[src/rtl/apd_pkg.sv]
// Package for the addressed packet deframer.
// Holds the framing characters, buffer sizing, and the state and kind types.
// No dependencies.
`timescale 1ns / 1ps
`default_nettype none

package apd_pkg;

	localparam int PACKET_CAPACITY = 64;
	localparam int IDX_W = $clog2(PACKET_CAPACITY);
	localparam int CNT_W = $clog2(PACKET_CAPACITY + 1);

	localparam logic [7:0] SOH = 8'h01;
	localparam logic [7:0] EOT = 8'h04;
	localparam logic [7:0] ENQ = 8'h05;

	typedef enum logic [2:0] {
		ST_HUNT,
		ST_ADDR,
		ST_COLLECT,
		ST_DISCARD,
		ST_REPLAY
	} state_t;

	typedef enum logic [1:0] {
		KIND_ADDRESSED = 2'd0,
		KIND_BEACON    = 2'd1,
		KIND_OVERFLOW  = 2'd2
	} kind_t;

endpackage

`default_nettype wire

[src/rtl/apd_ram.sv]
// Generic single-write, single-read synchronous RAM with a registered read.
// Used for the packet store of the deframer. No dependencies.
`timescale 1ns / 1ps
`default_nettype none

module apd_ram #(
	parameter int WIDTH = 8,
	parameter int DEPTH = 64
) (
	input  wire logic                     clk,
	input  wire logic                     we,
	input  wire logic [$clog2(DEPTH)-1:0] waddr,
	input  wire logic [WIDTH-1:0]         wdata,
	input  wire logic                     re,
	input  wire logic [$clog2(DEPTH)-1:0] raddr,
	output logic      [WIDTH-1:0]         rdata
);

	logic [WIDTH-1:0] mem [DEPTH];

	always_ff @(posedge clk) begin
		if (we) begin
			mem[waddr] <= wdata;
		end
		if (re) begin
			rdata <= mem[raddr];
		end
	end

endmodule

`default_nettype wire

[src/rtl/addressed_packet_deframer_unit.sv]
// Top level of the addressed packet deframer.
// Depends on apd_pkg and on apd_ram for the packet store.
`timescale 1ns / 1ps
`default_nettype none

// The block takes one received byte per cycle while it hunts for SOH, checks the
// address byte and collects a packet, unless the buffer is full and the output busy.
// When EOT arrives the packet of N bytes is replayed from the packet store, one RAM
// read per cycle while the output takes them, and the input is held off until the
// last byte is loaded for output. A byte that overflows the buffer gives one
// overflow transfer at once. The store needs no clearing after reset.
module addressed_packet_deframer_unit (
	input  wire logic       clk,
	input  wire logic       arst_n,
	input  wire logic       s_axis_tvalid,
	output logic            s_axis_tready,
	input  wire logic [7:0] s_axis_tdata,  // rx_byte[7:0]
	output logic            m_axis_tvalid,
	input  wire logic       m_axis_tready,
	output logic      [7:0] m_axis_tdata,  // pkt_byte[7:0]
	output logic      [1:0] m_axis_tuser,  // pkt_kind[1:0]
	output logic            m_axis_tlast,  // last_byte
	input  wire logic       cfg_wr_en,
	input  wire logic [7:0] cfg_wr_data    // device_name[7:0]
);

	import apd_pkg::*;

	state_t            state_q, state_d;
	logic [7:0]        device_name_q;
	logic              is_beacon_q;
	logic [CNT_W-1:0]  cnt_q;
	logic [CNT_W-1:0]  rd_idx_q;
	logic              rd_pend_s1;
	logic              rd_last_s1;
	logic              out_valid_q;
	logic [7:0]        out_byte_q;
	kind_t             out_kind_q;
	logic              out_last_q;

	logic              in_acc;
	logic              full;
	logic              out_free;
	logic              load;
	logic              issue;
	logic              ovf;
	logic              ram_we;
	logic [IDX_W-1:0]  ram_waddr;
	logic [7:0]        ram_rdata;
	logic              addr_ok;

	assign in_acc   = s_axis_tvalid && s_axis_tready;
	assign full     = (cnt_q == CNT_W'(PACKET_CAPACITY));
	assign out_free = !out_valid_q || m_axis_tready;
	assign load     = rd_pend_s1 && out_free;
	assign issue    = (state_q == ST_REPLAY) && (rd_idx_q != cnt_q) && (!rd_pend_s1 || load);
	assign addr_ok  = (s_axis_tdata == device_name_q) || (s_axis_tdata == ENQ);
	assign ovf      = in_acc && (state_q == ST_COLLECT) && full;

	always_comb begin
		state_d       = state_q;
		s_axis_tready = 1'b1;
		ram_we        = 1'b0;
		ram_waddr     = '0;
		case (state_q)
			ST_HUNT: begin
				ram_we = in_acc && (s_axis_tdata == SOH);
				if (in_acc && s_axis_tdata == SOH) begin
					state_d = ST_ADDR;
				end
			end
			ST_ADDR: begin
				ram_we    = in_acc && addr_ok;
				ram_waddr = IDX_W'(1);
				if (in_acc) begin
					state_d = addr_ok ? ST_COLLECT : ST_HUNT;
				end
			end
			ST_COLLECT: begin
				s_axis_tready = !full || out_free;
				ram_we        = in_acc && !full;
				ram_waddr     = cnt_q[IDX_W-1:0];
				if (in_acc) begin
					if (full) begin
						state_d = (s_axis_tdata == EOT) ? ST_HUNT : ST_DISCARD;
					end else if (s_axis_tdata == EOT) begin
						state_d = ST_REPLAY;
					end
				end
			end
			ST_DISCARD: begin
				if (in_acc && s_axis_tdata == EOT) begin
					state_d = ST_HUNT;
				end
			end
			ST_REPLAY: begin
				s_axis_tready = 1'b0;
				if (rd_idx_q == cnt_q && (!rd_pend_s1 || load)) begin
					state_d = ST_HUNT;
				end
			end
			default: begin
				state_d = ST_HUNT;
			end
		endcase
	end

	always_ff @(posedge clk or negedge arst_n) begin
		if (!arst_n) begin
			state_q <= ST_HUNT;
		end else begin
			state_q <= state_d;
		end
	end

	always_ff @(posedge clk or negedge arst_n) begin
		if (!arst_n) begin
			device_name_q <= '0;
			is_beacon_q   <= 1'b0;
			cnt_q         <= '0;
			rd_idx_q      <= '0;
			rd_pend_s1    <= 1'b0;
			rd_last_s1    <= 1'b0;
			out_valid_q   <= 1'b0;
		end else begin
			if (cfg_wr_en) begin
				device_name_q <= cfg_wr_data;
			end
			if (in_acc && state_q == ST_ADDR && addr_ok) begin
				is_beacon_q <= (s_axis_tdata != device_name_q);
				cnt_q       <= CNT_W'(2);
			end else if (in_acc && state_q == ST_COLLECT) begin
				cnt_q <= full ? '0 : cnt_q + CNT_W'(1);
			end else if (state_q == ST_REPLAY && state_d == ST_HUNT) begin
				cnt_q <= '0;
			end
			if (state_q != ST_REPLAY) begin
				rd_idx_q <= '0;
			end else if (issue) begin
				rd_idx_q <= rd_idx_q + CNT_W'(1);
			end
			if (issue) begin
				rd_pend_s1 <= 1'b1;
				rd_last_s1 <= (rd_idx_q == cnt_q - CNT_W'(1));
			end else if (load) begin
				rd_pend_s1 <= 1'b0;
			end
			if (load || ovf) begin
				out_valid_q <= 1'b1;
			end else if (m_axis_tready) begin
				out_valid_q <= 1'b0;
			end
		end
	end

	always_ff @(posedge clk) begin
		if (ovf) begin
			out_byte_q <= '0;
			out_kind_q <= KIND_OVERFLOW;
			out_last_q <= 1'b1;
		end else if (load) begin
			out_byte_q <= ram_rdata;
			out_kind_q <= is_beacon_q ? KIND_BEACON : KIND_ADDRESSED;
			out_last_q <= rd_last_s1;
		end
	end

	apd_ram #(
		.WIDTH(8),
		.DEPTH(PACKET_CAPACITY)
	) u_store (
		.clk  (clk),
		.we   (ram_we),
		.waddr(ram_waddr),
		.wdata(s_axis_tdata),
		.re   (issue),
		.raddr(rd_idx_q[IDX_W-1:0]),
		.rdata(ram_rdata)
	);

	assign m_axis_tvalid = out_valid_q;
	assign m_axis_tdata  = out_byte_q;
	assign m_axis_tuser  = out_kind_q;
	assign m_axis_tlast  = out_last_q;

	a_pend_in_replay: assert property (@(posedge clk) disable iff (!arst_n)
		rd_pend_s1 |-> state_q == ST_REPLAY)
		else $error("Packet store read pending outside replay.");

	a_cnt_range: assert property (@(posedge clk) disable iff (!arst_n)
		cnt_q <= CNT_W'(PACKET_CAPACITY))
		else $error("Fill count exceeds packet capacity.");

	a_ovf_last: assert property (@(posedge clk) disable iff (!arst_n)
		(out_valid_q && out_kind_q == KIND_OVERFLOW) |-> out_last_q)
		else $error("Overflow transfer not marked last.");

	a_replay_end: assert property (@(posedge clk) disable iff (!arst_n)
		(state_q == ST_REPLAY && state_d == ST_HUNT) |-> (load && rd_last_s1))
		else $error("Replay ended without delivering the last byte.");

	a_no_ovf_collision: assert property (@(posedge clk) disable iff (!arst_n)
		ovf |-> !load)
		else $error("Overflow result collides with replay data.");

endmodule

`default_nettype wire

[config.mk]
export PLATFORM = sky130hd
export DESIGN_NAME = addressed_packet_deframer_unit
export DESIGN_NICKNAME = d
export VERILOG_FILES = /design/src/rtl/apd_pkg.sv /design/src/rtl/apd_ram.sv /design/src/rtl/addressed_packet_deframer_unit.sv
export SDC_FILE = /design/constraint.sdc
export NUM_CORES = 1
export LEC_CHECK = 0
export ABC_AREA = 1
export BUFFER_PORTS_ARGS = -buffer_cell sky130_fd_sc_hd__buf_2
export CORE_UTILIZATION = 45
export CTS_CLUSTER_SIZE = 10
export DETAILED_ROUTE_END_ITERATION = 10
export PLACE_DENSITY = 0.61
export SYNTH_ARGS = -nofsm -noshare
export SYNTH_HDL_FRONTEND = slang
export SYNTH_SLANG_ARGS = --single-unit
[constraint.sdc]
create_clock -name clk -period 5.7 [get_ports clk]
set_input_delay 0.57 -clock clk [delete_from_list [all_inputs] [get_ports clk]]
set_output_delay 0.57 -clock clk [all_outputs]
set_load 0.02 [all_outputs]
After elaboration in Yosys (flattened, before gate mapping)
Memories as Yosys holds them, arrays and structs flattened. A register that Yosys moved wholly into a read port is not among the register bits. Cells that the tools add are included.

Flip-flop bits (word level): 40. Memory bits (writable): 512. Bits of input ports: 21. Logic and storage cells: 83. Memories: 1.

$add $sub $neg: 3. Equality and inequality tests: 14. Multiplexer cells: 26. Reductions and logical operators: 28.

Memory list: u_store.mem (depth 64, bits a word 8, rd ports 1, clocked after memory_dff 1, write ports 1, line apd_ram.sv:19) `logic [WIDTH-1:0] mem [DEPTH];`.

Operator list (count): $mux 7 (6); $mux 3 (7); $eq 8x3->1 const B (2); $pmux 3 s5 (1); $add 7x1->7 const B (2); $eq 7x7->1 (2); $logic_and 1x1->1 (14); $pmux 6 s2 (1); $eq 8x1->1 const B (1); $eq 8x8->1 (1); $ne 8x8->1 (1); $eq 7x7->1 const B (1); $mux 1 (7); $ne 7x7->1 (1); $sub 7x1->7 const B (1); $eq 3x2->1 const B (2); $logic_not 3->1 (2); $reduce_bool 2->1 (3); $logic_or 1x1->1 (5); $mux 2 (2); $eq 3x1->1 const B (1); $eq 3x3->1 const B (1); $logic_not 1->1 (3); $ne 3x3->1 const B (1); other kinds (3) (3).

Depth between registers and ports, before layout
Gate-level depths: netlist (run 1).

Depth after elaboration: 13. Gate-level depth with buffers: 13. Gate-level depth less buffers: 13.

Cells and area by module
A second synthesis (run 1) with hierarchy kept.

Cell total of the unflattened synthesis: 2151. Area total of the unflattened synthesis: 23857.9 um^2.

Modules (own cells, without submodules): apd_ram (instances 1, cells an instance 1805, area each 21419.3 um^2, seq. area each 15615.0 um^2); addressed_packet_deframer_unit (instances 1, cells an instance 346, area each 2438.6 um^2, seq. area each 945.9 um^2).

Least setup slack after synthesis (run 1)
OpenSTA, ideal clock, no wires.

Kind: register to register. Start point: reg cnt_q[0]. End point: mem u_store.mem[34][0] (enable). Data arrival time: 1.969 ns. Required time: 5.330 ns. Path slack: 3.361 ns. Cell stages (with the launch flop): 12. Path buffers: 0. Cells stage by stage: dfrtp_1 > inv_1 > ha_1 > nand2_1 > nor2_2 > nand3_2 > nand3_2 > inv_1 > nand3_2 > nand2_4 > nand2_2 > nor2_1.

Longest elaborated chain between the ends: 9.

RTL lines: from (decl) (line addressed_packet_deframer_unit.sv:32) `logic [CNT_W-1:0] cnt_q;`; from (signal assigned) (line addressed_packet_deframer_unit.sv:133) `cnt_q <= full ? '0 : cnt_q + CNT_W'(1);`; $eq 7x7->1 (line addressed_packet_deframer_unit.sv:53) `assign full = (cnt_q == CNT_W'(PACKET_CAPACITY));`; $logic_not 1->1 (line addressed_packet_deframer_unit.sv:80, addressed_packet_deframer_unit.sv:81); $logic_or 1x1->1 (line addressed_packet_deframer_unit.sv:80) `s_axis_tready = !full || out_free;`; $pmux 1 s2 (line addressed_packet_deframer_unit.sv:65) `case (state_q)`; $logic_and 1x1->1 (line addressed_packet_deframer_unit.sv:52) `assign in_acc = s_axis_tvalid && s_axis_tready;`; $logic_and 1x1->1, on equally long branches (line addressed_packet_deframer_unit.sv:81, addressed_packet_deframer_unit.sv:67, addressed_packet_deframer_unit.sv:73); $pmux 1 s3 (line addressed_packet_deframer_unit.sv:65); $mux 1 (line apd_ram.sv:22) `if (we) begin`; $mux 1 (implied by the code) (line apd_ram.sv:23) `mem[waddr] <= wdata;`; to (decl) (line apd_ram.sv:19).

Parallel ways exist; a longest one is shown, timed or not.

Final worst setup path (run 1)
Start point: reg rd_idx_q[1]. End point: reg u_store.rdata[7] (read register of u_store.mem) (data pin).

Longest elaborated chain between the ends: 3.

RTL lines: from (decl) (line addressed_packet_deframer_unit.sv:33) `logic [CNT_W-1:0] rd_idx_q;`; from (signal assigned) (line addressed_packet_deframer_unit.sv:140) `rd_idx_q <= rd_idx_q + CNT_W'(1);`; $ne 7x7->1 (line addressed_packet_deframer_unit.sv:56) `assign issue = (state_q == ST_REPLAY) && (rd_idx_q != cnt_q) && (!rd_pend_s1 || load);`; $logic_and 1x1->1 (2 in a row) (line addressed_packet_deframer_unit.sv:56); to (decl) (line apd_ram.sv:16) `output logic [WIDTH-1:0] rdata`.

Parallel ways exist; a longest one is shown, timed or not. A chain may end at the register's enable or synchronous reset.

==> results.toml, run 1 <==
[sta]
max_freq_mhz = 307
setup_viol = 0
rsz0062_at_grt = "false"
fin_crit_ns = 3.25
finalClockSkew_ns = 0.0231
setup-tns-final_ns = 0
relSlewSlack = 0.312
max_slew.worst_pin.slew_ns = 1.03
fin_crit_sh = 0.571
maxSlewViolCount = 0
finalHoldViolations = 0

[layout]
fin_nets = 1985
synthToLayoutAreaGrowth_pct = 10.8
drive_gt1_frac = 0.0822
final_common_cell = "edfxtp_1"
final_cell_mix = "520 x edfxtp_1, 351 x nor2_1, 305 x nand2_1"
fin_area_sq_um = 25600

[critical_path]
critPathSlowestCell = "inv_2"
max_stage_delay_ns = 0.72
crit_buf_inv = 2
worstRegToRegCells = 8
path_max_fanout = 50
cp.depth = 8
path_class = "reg -> reg"
critPathTopFamily = "buffers and inverters"
rr_endpoint = "u_store.rdata[7]$_DFFE_PP_"
crit_arrival_ns = 3.69
path_cells = "inv_2 -> buf_4 -> o21ai_0 -> o221ai_1 -> nand3_1 -> nand2_1 -> nand3_1 -> nand2_1"
worstPathRequired_ns = 6.13
end_kind = "flop"
worstSetupEndpoint = "u_store.rdata[7]$_DFFE_PP_"
reg2reg_slack_ns = 2.45
startpoint_type = "flop"
timing.critical_path.from = "rd_idx_q[1]$_DFFE_PN0P_"
r2r_start = "rd_idx_q[1]$_DFFE_PN0P_"

[synthesis]
synthSimpleGateAreaFrac = 0.149
synth-xor-area-share = 0.00828
avgSynthCellArea_sq_um = 11.9
synth.top_cells.by_area = "edfxtp_1 68%, nor2_1 5.7%, nand2_1 4.9%"
synth_nets = 1975
synth_top_area_share = 0.675
synth_compound_area_frac = 0.0900
synth_cell_type_count = 42
synth_top_family_by_area = "simple AND/OR/NAND/NOR gates"
synthAdderAreaFrac = 0.00162
ys_seq_elements = 560
ys_seq_area_frac = 0.716
synthMuxAreaShare = 0.00243
synth.cell_area_sq_um = 23100
syn_inst = 1951
ys_warn_count = 0
synth_top_area_cell = "edfxtp_1"

[power_and_ir_drop]
p_comb_frac = 0.057
leakagePower_nw = 8.82
internal_power_w = 0.00685
p_seq_frac = 0.521
p_sw_frac = 0.224
clkPwrFrac = 0.422
finalPower_w = 0.00882
ir_drop_uv = 197
powerDensity_nw_per_um2 = 344
power.switching_w = 0.00198

[placed_design]
gp_congestion = 0.884
port_buffers = 33
placed_cell_area_sq_um = 23800
dp_hpwl_um = 37300

[detailed_routing]
routed_wirelength_um = 62400
via_per_inst = 5.86
remaining_drc_errors = 0
routedWlPerCell_um = 23.5
dr.first_iter.drc_count = 2116
drtAntennaViolNets = 0
dr.pass1.iters = 5
num_vias = 15500

[global_route]
grt_antenna_before_repair = 1
grt_max_degree = 162
grt_pass1_vias = 15100
grtUsageTotal = 0.241
overflow = 0
grt_pass1_wl_um = 93600

[clock_tree]
cts_sinks = 560
postCtsSetupRepairBufs = 0
path_clk_slew_ns = 0.06
hold_buffers = 0
cts_resized = 0
cts_made_buffers = 67
h-tree-depth = 3
cts-root-buf = "clkbuf_16"
clock_latency_ns = 0.59
clk_path_buf_depth = 3
cts_tree = "yes"

[die]
initial_utilization = 0.458
num_rows = 82
pin_count = 34
dieArea_sq_um = 52300
core_area_sq_um = 50500
die_h_um = 229
die_w_um = 229

[flow_run]
drv_cap = 0

[hold_path]
hp-class = "in -> async"

[outcome]
status = "finished clean"
-- worst reg2reg max path, delay by kind of cell, from the launching register on --
family / cells / cell delay (ns)
flip-flops: 1 / 0.68
buffers and inverters: 2 / 1.28
AO/OA/AOI/OAI: 2 / 0.53
AND/OR/NAND/NOR: 4 / 0.61
-- worst min-delay path by stage --
stage | startpoint | to | slack (ns) | depth (start not counted)
after floorplan | arst_n | cnt_q[0]$_DFFE_PN0P_ | 0.27 | 0
after global placement | m_axis_tuser[1]$_SDFFE_PP1P_ | m_axis_tuser[1]$_SDFFE_PP1P_ | 0.43 | 2
after detailed placement | m_axis_tuser[1]$_SDFFE_PP1P_ | m_axis_tuser[1]$_SDFFE_PP1P_ | 0.45 | 2
after CTS | arst_n | device_name_q[0]$_DFFE_PN0P_ | 0.04 | 1
after global routing | arst_n | device_name_q[6]$_DFFE_PN0P_ | 0.07 | 1
final | arst_n | device_name_q[4]$_DFFE_PN0P_ | 0.05 | 1
-- power by group through the flow --
stage          Sequential [W]  Clock (W)  Combinational, W
5_1_grt               0.00460    0.00393          0.000544
3_3_place_gp          0.00468          0          0.000497
6_report              0.00459    0.00373          0.000501
3_5_place_dp          0.00467          0          0.000497
2_1_floorplan         0.00465          0          0.000305
4_1_cts               0.00459    0.00377          0.000499
-- layout make-up --
class | count | area [sq um]
Fill cell | 4375 | 24800
Multi-Input combinational cell | 1220 | 5810
Clock buffer | 82 | 1760
Clock inverter | 8 | 78.8
Sequential cell | 560 | 16600
Timing Repair Buffer | 53 | 340
Tap cell | 672 | 841
Inverter | 59 | 226
Antenna cell | 1 | 2.50
-- registers in the layout, summed over array words and instances, names as in the netlist, 2 cells and up --
name / cells
m_axis_tuser: 2
u_store.mem: 512
rd_idx_q: 7
state_q: 3
cnt_q: 7
u_store.rdata: 8
m_axis_tdata: 8
device_name_q: 8
-- cells in the mapped netlist (all sizes together) --
cell,number
xor2,6
clkbuf,41
nand2,315
o2111ai,2
ha,3
nand3,129
o211a,1
clkinv,3
inv,56
o211ai,44
o31ai,2
a22oi,1
dfrtp,29
o21ai,231
nand3b,8
a31oi,6
mux2,5
edfxtp,520
xnor2,15
or2,2
a21oi,18
o221ai,22
buf,71
nor2,357
o22ai,34
nor3,11
dfxtp,11
nand4,8
-- cell families (layout without fill, tap and decap cells) --
logic type	after synthesis	count (layout)
AND/OR/NAND/NOR	830	830
flip-flops	560	560
AO/OA/AOI/OAI	361	361
buffers and inverters	171	202
XOR/XNOR	21	21
multiplexers	5	5
adder cells (fa/ha/maj)	3	3
other	0	1
-- through the flow --
step	instances	utilization	hold slack (ns)	worst slack, ns
after floorplan	1951	-	0.274	3.36
final	2655	0.508	0.0463	2.45
after global routing	2654	0.508	0.0681	2.34
after CTS	2654	0.508	0.0444	2.53
after global placement	2564	0.471	0.434	2.33
after detailed placement	2564	0.471	0.449	2.30
-- metal layers --
metal  vias to the layer above  part of all wire  GRT usage
met5                         -                 0          0
met4                         0             0.038     0.0950
met3                       129             0.082     0.0389
met2                       818              0.47      0.383
met1                      7635              0.41      0.331
li1                       6965                 -          -
No activity file was read; power rests on OpenSTA's default activity.
==> run 2: changes to the inputs <==
Settings changed: ABC_AREA 1 to 0.
Clock period 5.7 ns to 3.05 ns, I/O delays scaled along.
==> results.toml, run 2 <==
[synthesis]
synth_cell_type_count = 55
synth-xor-area-share = 0.0102
synth.cell_area_sq_um = 22400
synth_compound_area_frac = 0.0303
ys_warn_count = 0
ys_seq_area_frac = 0.739
synthMuxAreaShare = 0.154
synth_edf_count = 520
synth_top_area_cell = "edfxtp_1"
synth_top_area_share = 0.697
synthFlopType = "edfxtp_1"
async_reset_ff_frac = 0.0518
synthSimpleGateAreaFrac = 0.0484
yosysMostFrequentCell = "edfxtp_1"
avgSynthCellArea_sq_um = 19.3
synth_top_family_by_area = "multiplexers"
ys_seq_elements = 560
synth.top_cells.by_area = "edfxtp_1 70%, mux4_2 13%, dfrtp_1 3.2%"
synth_nets = 1186
syn_inst = 1162
synthAdderAreaFrac = 0.00168
synth_common_cells = "520 x edfxtp_1, 132 x mux4_2, 57 x nor2_1"

[critical_path]
rr_endpoint = "u_store.mem[24][4]$_DFFE_PP_"
r2r_start = "device_name_q[5]$_DFFE_PN0P_"
path_class = "reg -> reg"
worstRegToRegCells = 7
end_kind = "flop"
worstPathRequired_ns = 3.24
path_max_fanout = 8
reg2reg_slack_ns = 0.12
crit_buf_inv = 1
critPathTopFamily = "simple AND/OR/NAND/NOR gates"
crit_arrival_ns = 3.12
cp.depth = 7
startpoint_type = "flop"
critPathSlowestCell = "nor3_1"
path_cells = "xor2_1 -> nor4_1 -> buf_4 -> a2bb2oi_1 -> o31ai_1 -> a21oi_2 -> nor3_1"
max_stage_delay_ns = 0.93

[detailed_routing]
drtAntennaViolNets = 0
via_per_inst = 5.71
remaining_drc_errors = 0
num_vias = 11700
dr.first_iter.drc_count = 1154
routed_wirelength_um = 52900
dr.pass1.iters = 5
routedWlPerCell_um = 25.9

[layout]
register_area_sq_um = 16600
fin_area_sq_um = 26300
final_common_cell = "edfxtp_1"
n_antenna_cell = 0
nFillCells = 3846
fin_util = 0.536
multi_input_area_sq_um = 5500
top_register = "u_store.mem"
largest_reg_flops = 512
fin_nets = 1379
synthToLayoutAreaGrowth_pct = 17.4
final_cell_mix = "520 x edfxtp_1, 137 x buf_4, 132 x mux4_2"
drive_gt1_frac = 0.304

[die]
dieArea_sq_um = 50700
core_area_sq_um = 49100
num_rows = 81
die_h_um = 225
initial_utilization = 0.457
die_w_um = 225
pin_count = 34

[global_route]
overflow = 0
grt_pass1_vias = 12000
grtUsageTotal = 0.215
grt_pass1_wl_um = 78400
grt_antenna_before_repair = 4
grt_max_degree = 67

[placed_design]
dp_hpwl_um = 34200
gp_congestion = 0.851
placed_cell_area_sq_um = 24300
pre_cts_slack_ns = -0.0362
port_buffers = 33

[sta]
rsz0062_at_grt = "true"
setup_viol = 0
max_slew.worst_pin.slew_ns = 1.10
relSlewSlack = 0.258
finalHoldViolations = 0
setup_ws_ns = 0.124
finalClockSkew_ns = 0.0273
max_freq_mhz = 342
fin_crit_sh = 0.959
fin_crit_ns = 2.93
maxSlewViolCount = 0

[outcome]
status = "finished clean"

[hold_path]
holdPathStages = 1
hold_start = "s_axis_tdata[4]"
whs_endpoint = "u_store.mem[15][4]$_DFFE_PP_"
hp-class = "in -> reg"

[power_and_ir_drop]
ir_drop_uv = 308
leakagePower_nw = 8.40
powerDensity_nw_per_um2 = 596

[clock_tree]
cts-root-buf = "clkbuf_16"
h-tree-depth = 3
cts_tree = "yes"
cts_made_buffers = 67
clock_latency_ns = 0.59
clk_path_buf_depth = 3
cts_sinks = 560
path_clk_slew_ns = 0.06

[flow_run]
drv_cap = 0
run 2: power by group:
| group | total [W] | switching (W) | internal [W] |
|---|---|---|---|
| registers | 0.00841 | 0.00000862 | 0.00840 |
| clock network | 0.00704 | 0.00285 | 0.00419 |
| logic | 0.000237 | 0.000174 | 0.0000636 |
run 2: worst max-delay path by stage:
stage                                      start                            to
floorplan                   cnt_q[0]$_DFFE_PN0P_  u_store.mem[62][0]$_DFFE_PP_
global placement                 s_axis_tdata[7]  u_store.mem[24][4]$_DFFE_PP_
detailed placement               s_axis_tdata[7]  u_store.mem[24][5]$_DFFE_PP_
CTS                 device_name_q[0]$_DFFE_PN0P_   u_store.mem[8][7]$_DFFE_PP_
global route        device_name_q[5]$_DFFE_PN0P_   u_store.mem[8][7]$_DFFE_PP_
finish              device_name_q[5]$_DFFE_PN0P_  u_store.mem[24][4]$_DFFE_PP_
run 2: area by class of cell:
| type | instances | area share |
|---|---|---|
| clock buffer | 88 | 0.0704 |
| clock inverter | 5 | 0.00114 |
| inverter | 6 | 0.000856 |
| multi-input combinational | 530 | 0.209 |
| sequential | 560 | 0.630 |
| tap | 664 | 0.0316 |
| timing repair buffer | 190 | 0.0572 |
run 2: per-stage QoR:
stage                     instances  total power [W]  setup TNS [ns]  hold slack (ns)
after floorplan                1162          0.00861          -0.841          0.00941
after detailed placement       1941          0.00880          -0.289            0.411
after CTS                      2043           0.0158               0            0.107
final                          2043           0.0157               0            0.136
after global placement         1941          0.00879               0            0.405
after global routing           2043           0.0161           -1.42            0.117
run 2: layer usage:
metal | vias up | global-route usage | share of wire
met5 | - | 0 | 0.00078
met4 | 6 | 0.0724 | 0.024
met3 | 90 | 0.0528 | 0.075
met2 | 403 | 0.322 | 0.46
met1 | 6072 | 0.310 | 0.44
li1 | 5100 | - | -
run 2: repair_timing:
action                                  4_1_cts  5_1_grt
endpoints found under the hold margin        37        0
endpoints found under the setup margin        0       32
resized for setup                             0        2
hold buffers                                  9        0
setup buffers                                 0        0
run 2: kinds of logic (layout without fill, tap and decap cells):
family / after synthesis / after routing
AOI/OAI and AO/OA: 98 / 98
xor gates and xnor gates: 26 / 26
adders and majority gates: 3 / 3
buffers and inverters: 72 / 289
DFF: 560 / 560
muxes: 179 / 179
and+or+nand+nor: 224 / 224
run 2: worst register-to-register path, cell delays in order (launching register included):
cell       delay [ns]
dfrtp_1          0.38
xor2_1           0.15
nor4_1           0.31
buf_4            0.17
a2bb2oi_1        0.08
o31ai_1          0.28
a21oi_2          0.24
nor3_1           0.94
